--- src/hdl/gaussian_elimination_solver_defines.svh ---
// Assertion macros shared by the arithmetic unit and the sequencer.
// Both macros sample on the rising clock edge and are idle during reset.
`ifndef GAUSSIAN_ELIMINATION_SOLVER_DEFINES_SVH
`define GAUSSIAN_ELIMINATION_SOLVER_DEFINES_SVH

// Asserts a property that holds whenever the block is out of reset.
`define GES_ASSERT(lbl, prop, msg) \
  lbl: assert property (@(posedge clk_i) disable iff (!rst_ni) (prop)) else $error(msg);

// Asserts that a condition never occurs.
`define GES_NEVER(lbl, cond, msg) \
  lbl: assert property (@(posedge clk_i) disable iff (!rst_ni) !(cond)) else $error(msg);

`endif

--- src/hdl/ges_pkg.sv ---
`default_nettype none
package ges_pkg;

  localparam logic [63:0] Q_MAX = 64'h7FFF_FFFF_FFFF_FFFF;
  localparam logic [63:0] Q_MIN = 64'h8000_0000_0000_0000;
  localparam logic [4:0]  ORDER_RESET = 5'd14;

  // Controller states.
  typedef enum logic [4:0] {
    ST_IDLE, ST_PS_RD, ST_PS_CHK, ST_SW_RDK, ST_SW_RDP, ST_SW_WRK, ST_SW_WRP,
    ST_PV_RD, ST_PV_LD, ST_EL_NEXT, ST_K_NEXT, ST_EL_RD, ST_EL_CHK, ST_EL_DIV,
    ST_EM_RDK, ST_EM_MUL, ST_EM_WAIT, ST_EM_WR, ST_EL_ZERO, ST_BS_RD, ST_BS_ACC,
    ST_BS_RDJ, ST_BS_MUL, ST_BS_WAIT, ST_BS_DRD, ST_BS_DIV, ST_BS_DWAIT,
    ST_OUT_RD, ST_OUT_LD
  } ges_state_e;

  // Arithmetic unit states.
  typedef enum logic [1:0] {
    AR_IDLE, AR_MUL, AR_DIV, AR_FIN
  } arith_state_e;

  typedef enum logic {
    OP_MUL, OP_DIV
  } arith_op_e;

  // Source of data written to the matrix store.
  typedef enum logic [2:0] {
    WS_IN, WS_TMP, WS_RDATA, WS_SUB, WS_ZERO
  } wsel_e;

  // Commands from the controller to the datapath.
  typedef struct packed {
    logic      rd_en;
    logic      wr_en;
    wsel_e     wr_sel;
    logic      tmp_ld;
    logic      piv_ld;
    logic      f_ld;
    logic      acc_ld;
    logic      acc_sub;
    logic      ar_start;
    arith_op_e ar_op;
    logic      ar_bsub;
    logic      sol_rd;
    logic      sol_wr;
    logic      out_ld;
    logic      out_last;
    logic      out_sing;
  } ges_cmd_t;

  // Status from the datapath to the controller.
  typedef struct packed {
    logic rd_zero;
    logic ar_done;
    logic out_busy;
  } ges_sts_t;

  // Applies a sign to a magnitude, saturating on overflow.
  function automatic logic [63:0] q_sat(input logic [63:0] r, input logic neg,
                                        input logic ovf);
    logic [63:0] res;
    if (neg) begin
      res = (ovf || r > Q_MIN) ? Q_MIN : (64'd0 - r);
    end else begin
      res = (ovf || r > Q_MAX) ? Q_MAX : r;
    end
    return res;
  endfunction

  // Saturating subtraction of two Q32.32 values.
  function automatic logic [63:0] q_sub(input logic [63:0] a, input logic [63:0] b);
    logic [63:0] s;
    logic [63:0] res;
    s = a - b;
    res = s;
    if (a[63] != b[63] && s[63] != a[63]) begin
      res = a[63] ? Q_MIN : Q_MAX;
    end
    return res;
  endfunction

endpackage
`default_nettype wire

--- src/hdl/ges_ctrl.sv ---
`default_nettype none
`include "gaussian_elimination_solver_defines.svh"
// Sequencer for load, elimination, back substitution and result output.
module ges_ctrl #(
  parameter int MAX_ORDER = 16,
  parameter int AW = 9,
  parameter int RW = 4,
  parameter int CW = 5
) (
  input  wire logic              clk_i,
  input  wire logic              rst_ni,
  input  wire logic              in_valid_i,
  output logic                   in_ready_o,
  input  wire logic              cmd_i,
  input  wire logic [3:0]        row_i,
  input  wire logic [4:0]        column_i,
  input  wire logic              cfg_we_i,
  input  wire logic [4:0]        cfg_wdata_i,
  input  wire ges_pkg::ges_sts_t sts_i,
  output ges_pkg::ges_cmd_t      cmd_o,
  output logic [AW-1:0]          rd_addr_o,
  output logic [AW-1:0]          wr_addr_o,
  output logic [RW-1:0]          sol_addr_o,
  output logic [3:0]             out_idx_o
);

  localparam int ROW_LEN = MAX_ORDER + 1;

  ges_pkg::ges_state_e state_q, state_d;
  logic [4:0]    order_q;
  logic [CW-1:0] n_q, n_d, k_q, k_d, i_q, i_d, j_q, j_d, p_q, p_d;
  logic          sing_q, sing_d;
  logic [CW-1:0] n_clamp;
  logic          accept, load_ok;

  function automatic logic [AW-1:0] addr(input logic [CW-1:0] r, input logic [CW-1:0] c);
    return AW'(int'(r) * ROW_LEN + int'(c));
  endfunction

  // Order register, written from the configuration port.
  always_ff @(posedge clk_i or negedge rst_ni) begin
    if (!rst_ni) begin
      order_q <= ges_pkg::ORDER_RESET;
    end else if (cfg_we_i) begin
      order_q <= cfg_wdata_i;
    end
  end

  // Order in use, held inside the supported range.
  always_comb begin
    if (order_q == 5'd0) begin
      n_clamp = CW'(1);
    end else if (int'(order_q) > MAX_ORDER) begin
      n_clamp = CW'(MAX_ORDER);
    end else begin
      n_clamp = CW'(order_q);
    end
  end

  assign in_ready_o = (state_q == ges_pkg::ST_IDLE);
  assign accept     = in_valid_i && in_ready_o;
  assign load_ok    = (int'(row_i) < MAX_ORDER) && (int'(column_i) <= MAX_ORDER);

  // Next state and commands.
  always_comb begin
    state_d    = state_q;
    n_d        = n_q;
    k_d        = k_q;
    i_d        = i_q;
    j_d        = j_q;
    p_d        = p_q;
    sing_d     = sing_q;
    cmd_o      = '0;
    rd_addr_o  = addr(k_q, k_q);
    wr_addr_o  = addr(i_q, j_q);
    sol_addr_o = RW'(j_q);
    out_idx_o  = 4'(k_q);
    case (state_q)
      ges_pkg::ST_IDLE: begin
        wr_addr_o = addr(CW'(row_i), CW'(column_i));
        if (accept && !cmd_i) begin
          cmd_o.wr_en  = load_ok;
          cmd_o.wr_sel = ges_pkg::WS_IN;
        end else if (accept) begin
          n_d     = n_clamp;
          k_d     = '0;
          p_d     = '0;
          sing_d  = 1'b0;
          state_d = ges_pkg::ST_PS_RD;
        end
      end
      // Pivot search down the column.
      ges_pkg::ST_PS_RD: begin
        cmd_o.rd_en = 1'b1;
        rd_addr_o   = addr(p_q, k_q);
        state_d     = ges_pkg::ST_PS_CHK;
      end
      ges_pkg::ST_PS_CHK: begin
        j_d = '0;
        if (!sts_i.rd_zero) begin
          state_d = (p_q == k_q) ? ges_pkg::ST_PV_RD : ges_pkg::ST_SW_RDK;
        end else if (p_q + CW'(1) == n_q) begin
          sing_d  = 1'b1;
          k_d     = '0;
          state_d = ges_pkg::ST_OUT_RD;
        end else begin
          p_d     = p_q + CW'(1);
          state_d = ges_pkg::ST_PS_RD;
        end
      end
      // Row swap, one entry at a time.
      ges_pkg::ST_SW_RDK: begin
        cmd_o.rd_en = 1'b1;
        rd_addr_o   = addr(k_q, j_q);
        state_d     = ges_pkg::ST_SW_RDP;
      end
      ges_pkg::ST_SW_RDP: begin
        cmd_o.tmp_ld = 1'b1;
        cmd_o.rd_en  = 1'b1;
        rd_addr_o    = addr(p_q, j_q);
        state_d      = ges_pkg::ST_SW_WRK;
      end
      ges_pkg::ST_SW_WRK: begin
        cmd_o.wr_en  = 1'b1;
        cmd_o.wr_sel = ges_pkg::WS_RDATA;
        wr_addr_o    = addr(k_q, j_q);
        state_d      = ges_pkg::ST_SW_WRP;
      end
      ges_pkg::ST_SW_WRP: begin
        cmd_o.wr_en  = 1'b1;
        cmd_o.wr_sel = ges_pkg::WS_TMP;
        wr_addr_o    = addr(p_q, j_q);
        if (j_q == CW'(MAX_ORDER)) begin
          state_d = ges_pkg::ST_PV_RD;
        end else begin
          j_d     = j_q + CW'(1);
          state_d = ges_pkg::ST_SW_RDK;
        end
      end
      // Pivot load.
      ges_pkg::ST_PV_RD: begin
        cmd_o.rd_en = 1'b1;
        rd_addr_o   = addr(k_q, k_q);
        state_d     = ges_pkg::ST_PV_LD;
      end
      ges_pkg::ST_PV_LD: begin
        cmd_o.piv_ld = 1'b1;
        i_d          = k_q;
        state_d      = ges_pkg::ST_EL_NEXT;
      end
      ges_pkg::ST_EL_NEXT: begin
        if (i_q + CW'(1) == n_q) begin
          state_d = ges_pkg::ST_K_NEXT;
        end else begin
          i_d     = i_q + CW'(1);
          state_d = ges_pkg::ST_EL_RD;
        end
      end
      ges_pkg::ST_K_NEXT: begin
        if (k_q + CW'(1) == n_q) begin
          i_d     = n_q - CW'(1);
          state_d = ges_pkg::ST_BS_RD;
        end else begin
          k_d     = k_q + CW'(1);
          p_d     = k_q + CW'(1);
          state_d = ges_pkg::ST_PS_RD;
        end
      end
      // Row elimination below the pivot.
      ges_pkg::ST_EL_RD: begin
        cmd_o.rd_en = 1'b1;
        rd_addr_o   = addr(i_q, k_q);
        state_d     = ges_pkg::ST_EL_CHK;
      end
      ges_pkg::ST_EL_CHK: begin
        if (sts_i.rd_zero) begin
          state_d = ges_pkg::ST_EL_NEXT;
        end else begin
          cmd_o.ar_start = 1'b1;
          cmd_o.ar_op    = ges_pkg::OP_DIV;
          state_d        = ges_pkg::ST_EL_DIV;
        end
      end
      ges_pkg::ST_EL_DIV: begin
        if (sts_i.ar_done) begin
          cmd_o.f_ld = 1'b1;
          j_d        = k_q + CW'(1);
          state_d    = ges_pkg::ST_EM_RDK;
        end
      end
      ges_pkg::ST_EM_RDK: begin
        cmd_o.rd_en = 1'b1;
        rd_addr_o   = addr(k_q, j_q);
        state_d     = ges_pkg::ST_EM_MUL;
      end
      ges_pkg::ST_EM_MUL: begin
        cmd_o.ar_start = 1'b1;
        cmd_o.ar_op    = ges_pkg::OP_MUL;
        state_d        = ges_pkg::ST_EM_WAIT;
      end
      ges_pkg::ST_EM_WAIT: begin
        if (sts_i.ar_done) begin
          cmd_o.rd_en = 1'b1;
          rd_addr_o   = addr(i_q, j_q);
          state_d     = ges_pkg::ST_EM_WR;
        end
      end
      ges_pkg::ST_EM_WR: begin
        cmd_o.wr_en  = 1'b1;
        cmd_o.wr_sel = ges_pkg::WS_SUB;
        wr_addr_o    = addr(i_q, j_q);
        if (j_q == n_q) begin
          state_d = ges_pkg::ST_EL_ZERO;
        end else begin
          j_d     = j_q + CW'(1);
          state_d = ges_pkg::ST_EM_RDK;
        end
      end
      ges_pkg::ST_EL_ZERO: begin
        cmd_o.wr_en  = 1'b1;
        cmd_o.wr_sel = ges_pkg::WS_ZERO;
        wr_addr_o    = addr(i_q, k_q);
        state_d      = ges_pkg::ST_EL_NEXT;
      end
      // Back substitution, last unknown first.
      ges_pkg::ST_BS_RD: begin
        cmd_o.rd_en = 1'b1;
        rd_addr_o   = addr(i_q, n_q);
        state_d     = ges_pkg::ST_BS_ACC;
      end
      ges_pkg::ST_BS_ACC: begin
        cmd_o.acc_ld = 1'b1;
        j_d          = i_q + CW'(1);
        state_d      = (i_q + CW'(1) == n_q) ? ges_pkg::ST_BS_DRD : ges_pkg::ST_BS_RDJ;
      end
      ges_pkg::ST_BS_RDJ: begin
        cmd_o.rd_en  = 1'b1;
        cmd_o.sol_rd = 1'b1;
        rd_addr_o    = addr(i_q, j_q);
        state_d      = ges_pkg::ST_BS_MUL;
      end
      ges_pkg::ST_BS_MUL: begin
        cmd_o.ar_start = 1'b1;
        cmd_o.ar_op    = ges_pkg::OP_MUL;
        cmd_o.ar_bsub  = 1'b1;
        state_d        = ges_pkg::ST_BS_WAIT;
      end
      ges_pkg::ST_BS_WAIT: begin
        if (sts_i.ar_done) begin
          cmd_o.acc_ld  = 1'b1;
          cmd_o.acc_sub = 1'b1;
          if (j_q + CW'(1) == n_q) begin
            state_d = ges_pkg::ST_BS_DRD;
          end else begin
            j_d     = j_q + CW'(1);
            state_d = ges_pkg::ST_BS_RDJ;
          end
        end
      end
      ges_pkg::ST_BS_DRD: begin
        cmd_o.rd_en = 1'b1;
        rd_addr_o   = addr(i_q, i_q);
        state_d     = ges_pkg::ST_BS_DIV;
      end
      ges_pkg::ST_BS_DIV: begin
        cmd_o.ar_start = 1'b1;
        cmd_o.ar_op    = ges_pkg::OP_DIV;
        cmd_o.ar_bsub  = 1'b1;
        state_d        = ges_pkg::ST_BS_DWAIT;
      end
      ges_pkg::ST_BS_DWAIT: begin
        sol_addr_o = RW'(i_q);
        if (sts_i.ar_done) begin
          cmd_o.sol_wr = 1'b1;
          if (i_q == '0) begin
            k_d     = '0;
            state_d = ges_pkg::ST_OUT_RD;
          end else begin
            i_d     = i_q - CW'(1);
            state_d = ges_pkg::ST_BS_RD;
          end
        end
      end
      // Result output, one request per unknown.
      ges_pkg::ST_OUT_RD: begin
        sol_addr_o = RW'(k_q);
        if (!sts_i.out_busy) begin
          cmd_o.sol_rd = 1'b1;
          state_d      = ges_pkg::ST_OUT_LD;
        end
      end
      ges_pkg::ST_OUT_LD: begin
        cmd_o.out_ld   = 1'b1;
        cmd_o.out_sing = sing_q;
        cmd_o.out_last = (k_q + CW'(1) == n_q);
        if (k_q + CW'(1) == n_q) begin
          state_d = ges_pkg::ST_IDLE;
        end else begin
          k_d     = k_q + CW'(1);
          state_d = ges_pkg::ST_OUT_RD;
        end
      end
      default: state_d = ges_pkg::ST_IDLE;
    endcase
  end

  // Sequencer registers.
  always_ff @(posedge clk_i or negedge rst_ni) begin
    if (!rst_ni) begin
      state_q <= ges_pkg::ST_IDLE;
      n_q     <= '0;
      k_q     <= '0;
      i_q     <= '0;
      j_q     <= '0;
      p_q     <= '0;
      sing_q  <= 1'b0;
    end else begin
      state_q <= state_d;
      n_q     <= n_d;
      k_q     <= k_d;
      i_q     <= i_d;
      j_q     <= j_d;
      p_q     <= p_d;
      sing_q  <= sing_d;
    end
  end

  `GES_NEVER(a_out_overrun, cmd_o.out_ld && sts_i.out_busy, "result loaded over pending request")
  `GES_ASSERT(a_k_range, state_q != ges_pkg::ST_IDLE |-> k_q < n_q, "pivot column out of range")
  `GES_ASSERT(a_i_below, state_q == ges_pkg::ST_EL_RD |-> i_q > k_q, "eliminated row not below pivot")

endmodule
`default_nettype wire

--- config.mk ---
export PLATFORM = sky130hd
export DESIGN_NAME = ges_ctrl
export DESIGN_NICKNAME = d
export VERILOG_FILES = /design/src/hdl/ges_pkg.sv /design/src/hdl/ges_ctrl.sv
export VERILOG_INCLUDE_DIRS = /design/src /design/src/hdl
export SDC_FILE = /design/constraint.sdc
export NUM_CORES = 1
export LEC_CHECK = 0
export ABC_AREA = 0
export BUFFER_PORTS_ARGS = -buffer_cell sky130_fd_sc_hd__clkbuf_2
export CORE_ASPECT_RATIO = 0.9
export CORE_UTILIZATION = 67
export CTS_CLUSTER_SIZE = 24
export DETAILED_ROUTE_END_ITERATION = 10
export PLACE_DENSITY = 0.89
export SYNTH_ARGS = -nofsm -noshare
export SYNTH_HDL_FRONTEND = slang
export SYNTH_SLANG_ARGS = --single-unit
--- constraint.sdc ---
create_clock -name clk_i -period 5.5 [get_ports clk_i]
set_input_delay 0 -clock clk_i [delete_from_list [all_inputs] [get_ports clk_i]]
set_output_delay 0 -clock clk_i [all_outputs]
set_load 0.1 [all_outputs]
# Yosys cells after proc, flatten, opt, wreduce, memory -nomap -nowiden
# Index checks and enable logic that the tools add are counted.
# totals
mem_bits_rw,0
wordCells,178
latch_bits,0
out_inout_bits,45
memories,0
mem_bits_ro,0
ff_bits,36
# classes
n_bitwise,1
n_addsub,15
div_mod_pow,0
muxes,70
n_eq_ne,54
magnitude_cmp,2
shifts,0
reduce_logical,24
mul,4
# op_table
operator,n
5-bit 2-to-1 mux,32
5-bit case mux with 28 select lines,1
9-bit case mux with 8 select lines,1
5-bit equality test (second input constant),14
9-bit by 6-bit adder with 9-bit output,5
5-bit by 4-bit equality test with 1-bit output (second input constant),8
5-bit case mux with 4 select lines,2
9-bit by 5-bit adder with 9-bit output,4
2-bit inequality test (second input constant),18
9-bit case mux with 4 select lines,1
5-bit equality test,6
5-bit case mux with 6 select lines,1
5-bit by 5-bit multiplier with 9-bit output (second input constant),3
5-bit by 1-bit adder with 5-bit output (second input constant),4
5-bit by 3-bit equality test with 1-bit output (second input constant),4
4-bit case mux with 5 select lines,1
4-bit 2-to-1 mux,4
5-bit zero test,3
5-bit case mux with 3 select lines,1
1-bit 2-to-1 mux,13
3-bit 2-to-1 mux,4
6-bit AND reduction,2
5-bit by 2-bit equality test with 1-bit output (second input constant),2
5-bit AND reduction,2
23 further kinds,34

# Depth between registers and ports, before layout
# depth
ltp_word,5
mapped_depth,12
ltp_nobuf,11

# Worst setup path after synthesis
# OpenSTA, ideal clock, no wires.
# synth_timing
kind,flip-flop to output port
startpoint,reg i_q[0]
endpoint,out wr_addr_o[5]
stages_incl_launch_ff,10
t_required_ns,5.500
setup_slack_ns,1.469
path_buffers,1
arrival_time_ns,4.031
cell_sequence,dfrtp_1 > buf_2 > inv_1 > ha_1 > inv_1 > ha_1 > or2_1 > o22ai_1 > xor2_1 > o21ai_0
# synth_between
elab_chain_len,3
# synth_rtl
item,line,rtl
from (decl),ges_ctrl.sv:31,"logic [CW-1:0] n_q, n_d, k_q, k_d, i_q, i_d, j_q, j_d, p_q, p_d;"
from (signal assigned),ges_ctrl.sv:321,i_q <= i_d;
5-bit by 5-bit multiplier with 9-bit output *,ges_ctrl.sv:37,return AW'(int'(r) * ROW_LEN + int'(c));
9-bit by 6-bit adder with 9-bit output,ges_ctrl.sv:37,
9-bit case mux with 4 select lines *,ges_ctrl.sv:78,case (state_q)
to (decl),ges_ctrl.sv:22,"output logic [AW-1:0] wr_addr_o,"
# Every way passes the cells marked *; elsewhere a longest branch is shown, timed or not.

# Worst setup path after layout
# layout_timing
startpoint,reg i_q[0]
endpoint,out rd_addr_o[5]
# layout_between
elab_chain_len,4
# layout_rtl
item,line,rtl
5-bit by 5-bit multiplier with 9-bit output,ges_ctrl.sv:37,
9-bit by 6-bit adder with 9-bit output,ges_ctrl.sv:37,
9-bit 2-to-1 mux,ges_ctrl.sv:202,if (sts_i.ar_done) begin
9-bit case mux with 8 select lines *,ges_ctrl.sv:78,
to (decl),ges_ctrl.sv:21,"output logic [AW-1:0] rd_addr_o,"
# Marked as above.

==> results.md <==
Outcome:
- The flow ran to the end, and the final reports show no timing, DRC or antenna violations.

Logic synthesis:
- Synthesis handed over a netlist of 866 instances.
- In this run, synthesis produced a sequential element count of 36.
- The flip-flop cell with the highest count after synthesis is sky130_fd_sc_hd__dfrtp_1.
- For this run, asynchronously set or reset flops after synthesis account for 100.0%.
- The count of yosys warnings during synthesis is 0.
- The number of nets handed over by synthesis was 953.
- The sequential share of the synthesized area is 13.84%.
- Each instance of the synthesized netlist takes up on average approximately 7.5 um2.
- The number of enable-type register cells in the synthesized netlist is 0.
- The cell area after synthesis is 6538 um2.
- After synthesis, the netlist uses 82 different library cells.

Place:
- The placed wire-length estimate is 17.59 mm.
- The worst slack at placement is 2.028 ns.
- Summing all placed instances gives a cell area of 6775 um2.
- At the end of routability-driven placement, the weighted congestion stood at 1.035.
- After detailed placement, the design holds a cell count of around 1000.
- The number of I/O port buffers is between 60 and 70.

Floorplan:
- Once the floorplan was initialized, standard cells occupied between 70% and 80% of the core.
- The number of ports placed on the die boundary is 67.
- From bottom edge to top edge, the die measures roughly 96 um.
- The site row count is 33.
- The floorplan die width is 106.1 um.
- The floorplan step defined a die boundary enclosing roughly 10000 um2.
- The area of the core region is between 9000 and 10000 um2.

Min path:
- The origin of the worst min-delay path is cfg_we_i.
- Counting instances, the worst hold path has a depth of 2.
- The worst hold endpoint is order_q[0].
- The worst hold path class is primary input to flip-flop.

Timing:
- The worst relative slew slack is 36.90%.
- Setup violations remaining at the end of the flow were counted as 0.
- The final count of hold timing violations came to 0.
- The share of the cycle needed by the critical path after routing is 71.24%.
- Between clock sinks in the finished design, the worst skew comes to about 0.011 ns.
- Setup repair after global routing left no endpoint under its margin.
- Timing would allow up to 255.2 MHz.
- The total count of max-transition violations in the final report is 0.
- For the pin with the worst max-slew slack, the measured transition is approximately 0.95 ns.
- The worst path meets setup with 1.582 ns of slack.
- The clock period minus worst slack is a little under 4 ns.
- For the final routed database, the setup TNS stands at 0 ns.

Clock tree:
- The TritonCTS clock tree is built.
- The cell sitting at the root of the clock tree is a sky130_fd_sc_hd__clkbuf_8.
- Counting the buffers created by CTS gives 5.
- The clock sink total is 36.
- The number of levels in the clock H-tree is 2.
- Clock latency on the worst-skew pair, taken at its later pin, is 0.30 ns.
- Clock-pin slew was measured on the worst setup and hold paths at 0.08 ns.
- Buffers added to address setup during post-CTS repair amount to 0.
- The clock passes through at most 2 buffers.

Worst setup path:
- The count of buffering cells on the critical path with inverters included is 3.
- The worst register-to-register path has a depth of 8.
- Data arrives at the worst endpoint at 3.92 ns.
- In this design, the largest share of critical-path delay is due to compound AO/OA/AOI/OAI gates.
- The signal on the critical path passes through inv_1 > ha_1 > inv_1 > ha_1 > or2_1 > o22ai_1 > o32ai_1 > or3_1 > a222oi_1 > o211ai_1 > clkbuf_2.
- The worst register-to-register path has a setup slack of 2.39 ns.
- The beginning of the worst register-to-register path is i_q[0].
- The cell with the largest stage delay on the worst path is sky130_fd_sc_hd__dfrtp_1.
- On the worst path, the slowest cell contributes a delay of 0.67 ns.
- The setup path with the least slack is of type flip-flop to output pin.
- STA classifies the critical path startpoint as a flip-flop.
- The worst setup path is captured at an output pin.
- The peak fanout along the critical path is 14.
- The end of the worst register-to-register path is k_q[2].
- The required time at the endpoint of the critical path is 5.50 ns.

Flow run:
- The total of max-cap violations is 0.

Route:
- After detailed routing, the number of vias per cell comes to 7.206.
- For this block, the initial DRC count from the detailed router was 995.
- The vias after detailed routing is 7365.
- The post-detailed-route DRC marker count is 0.
- Summed over all layers, the routed wires come to approximately 23 mm.
- For this run, the detailed router's first-pass iteration total came to 6.
- The routed wire length per instance is 22.74 um.
- Once detail routing completed, the nets flagged for antenna violations numbered 0.

Global routing:
- The maximum number of pins on one net before global-route repair is ~40.
- The initial antenna violation count is 0.
- The first-pass GRT wire length is 36.14 mm.
- The global router's overall resource usage is between 40% and 50%.
- The total global routing overflow is 0.
- The via count of the first global-routing pass is just under 7000.

Finish:
- The number of nets in the layout is 986.
- The filler-free cell count of the finished design is 1022.
- The fraction of final layout cells sized beyond drive strength 1 is 12.89%.
- The count of inserted antenna diode cells is 0.
- After routing the design area is 6929 um2.
- The filler cells instantiated in the layout total 745.
- The synthesis-to-finish area growth is 5.990%.

Power and ir drop:
- The power per standard cell area is 612.7 nW/um2.
- The standby leakage power is 0.003039 uW.
- Across the VDD grid, the largest voltage drop is 0.5767 mV.
## flip-flops by register name, indices dropped and copies added, names as in the netlist
signal	flops
i_q	5
k_q	5
n_q	5
order_q	5
sing_q	1
j_q	5
p_q	5
state_q	5
## cell families (layout without fill, tap and decap cells)
logic type	count (synthesis)	after routing	share of synthesized area [%]
and+or+nand+nor	303	303	22.97
AOI/OAI and AO/OA	274	274	28.25
xor gates and xnor gates	85	85	12.08
buffers and inverters	81	115	5.990
adders and majority gates	65	65	13.24
DFF	36	36	13.84
muxes	22	22	3.636
## timing repair
action                                 in CTS  in global routing
endpoints found under the hold margin      38                  0
hold buffers                                6                  0
resized for setup                           0                  0
## cells in the final DEF, fill, tap and decap left out, types with 9 or more instances in the layout
cell type,count
sky130_fd_sc_hd__a31oi_1,14
sky130_fd_sc_hd__nor2b_1,16
sky130_fd_sc_hd__nand3_1,32
sky130_fd_sc_hd__xnor2_1,47
sky130_fd_sc_hd__a21oi_1,59
sky130_fd_sc_hd__mux2i_1,14
sky130_fd_sc_hd__o21ai_1,24
sky130_fd_sc_hd__nand2_1,89
sky130_fd_sc_hd__nand4_1,9
sky130_fd_sc_hd__nand2b_1,13
sky130_fd_sc_hd__nor2_1,75
sky130_fd_sc_hd__a22oi_1,22
sky130_fd_sc_hd__clkbuf_2,66
sky130_fd_sc_hd__o21ai_0,35
sky130_fd_sc_hd__ha_1,58
sky130_fd_sc_hd__nor3_1,15
sky130_fd_sc_hd__a21o_1,13
sky130_fd_sc_hd__dfrtp_1,33
sky130_fd_sc_hd__inv_1,25
sky130_fd_sc_hd__o22ai_1,21
sky130_fd_sc_hd__xor2_1,35
sky130_fd_sc_hd__a211oi_1,11
## where the power goes
part	internal (uW)	total (uW)	switching, uW
Combinational	954	3460	2510
Sequential	335	581	246
Clock	102	204	102
Total	1390	4250	2850
## final cells by class
| cell class | instances | area, um2 | area share [%] |
|---|---|---|---|
| Multi-Input combinational cell | 749 | 5241 | 75.64 |
| Timing Repair Buffer | 76 | 420.4 | 6.067 |
| Inverter | 31 | 116.4 | 1.679 |
| Sequential cell | 36 | 904.6 | 13.06 |
| Clock buffer | 7 | 86.33 | 1.246 |
| Clock inverter | 1 | 7.507 | 0.1083 |
| Tap cell | 122 | 152.6 | 2.203 |
## through the flow
stage	hold slack [ns]	utilization, %	power, uW
2_1_floorplan	-0.2956	-	3244
3_3_place_gp	0.1588	72.93	3853
3_5_place_dp	0.1613	72.93	3916
4_1_cts	0.08078	74.59	4127
5_1_grt	0.09110	74.59	4446
6_report	0.09525	74.59	4245
## routing by layer
layer	GRT usage, %	vias up	part of all wire [%]	routed length [um]
met5	0	-	0	0
met3	10.29	128	13	3009
met1	57.41	3349	38	8721
met2	73.76	629	43	10100
li1	-	3259	-	-
met4	28.24	0	6.1	1418
## worst max-delay path by stage
stage	startpoint	cells after the start	slack, ns	to
4_1_cts	i_q[0]	11	1.68	rd_addr_o[5]
3_3_place_gp	i_q[0]	11	2.13	rd_addr_o[5]
3_5_place_dp	i_q[0]	11	2.03	rd_addr_o[5]
6_report	i_q[0]	11	1.58	rd_addr_o[5]
2_1_floorplan	i_q[0]	9	1.47	wr_addr_o[5]
5_1_grt	i_q[0]	11	1.42	rd_addr_o[5]
## synthesized netlist by cell type (22+ instances only)
master                    number  area [um2]
sky130_fd_sc_hd__nand2_1      89       334.1
sky130_fd_sc_hd__nor2_1       75       281.5
sky130_fd_sc_hd__a21oi_1      59       295.3
sky130_fd_sc_hd__ha_1         58       725.7
sky130_fd_sc_hd__xnor2_1      47       411.6
sky130_fd_sc_hd__o21ai_0      35       175.2
sky130_fd_sc_hd__xor2_1       35       306.5
sky130_fd_sc_hd__dfrtp_1      33       825.8
sky130_fd_sc_hd__nand3_1      32       160.2
sky130_fd_sc_hd__inv_1        25       93.84
sky130_fd_sc_hd__o21ai_1      24       120.1
sky130_fd_sc_hd__a22oi_1      22       165.2
(Power assumes the default switching activity.)
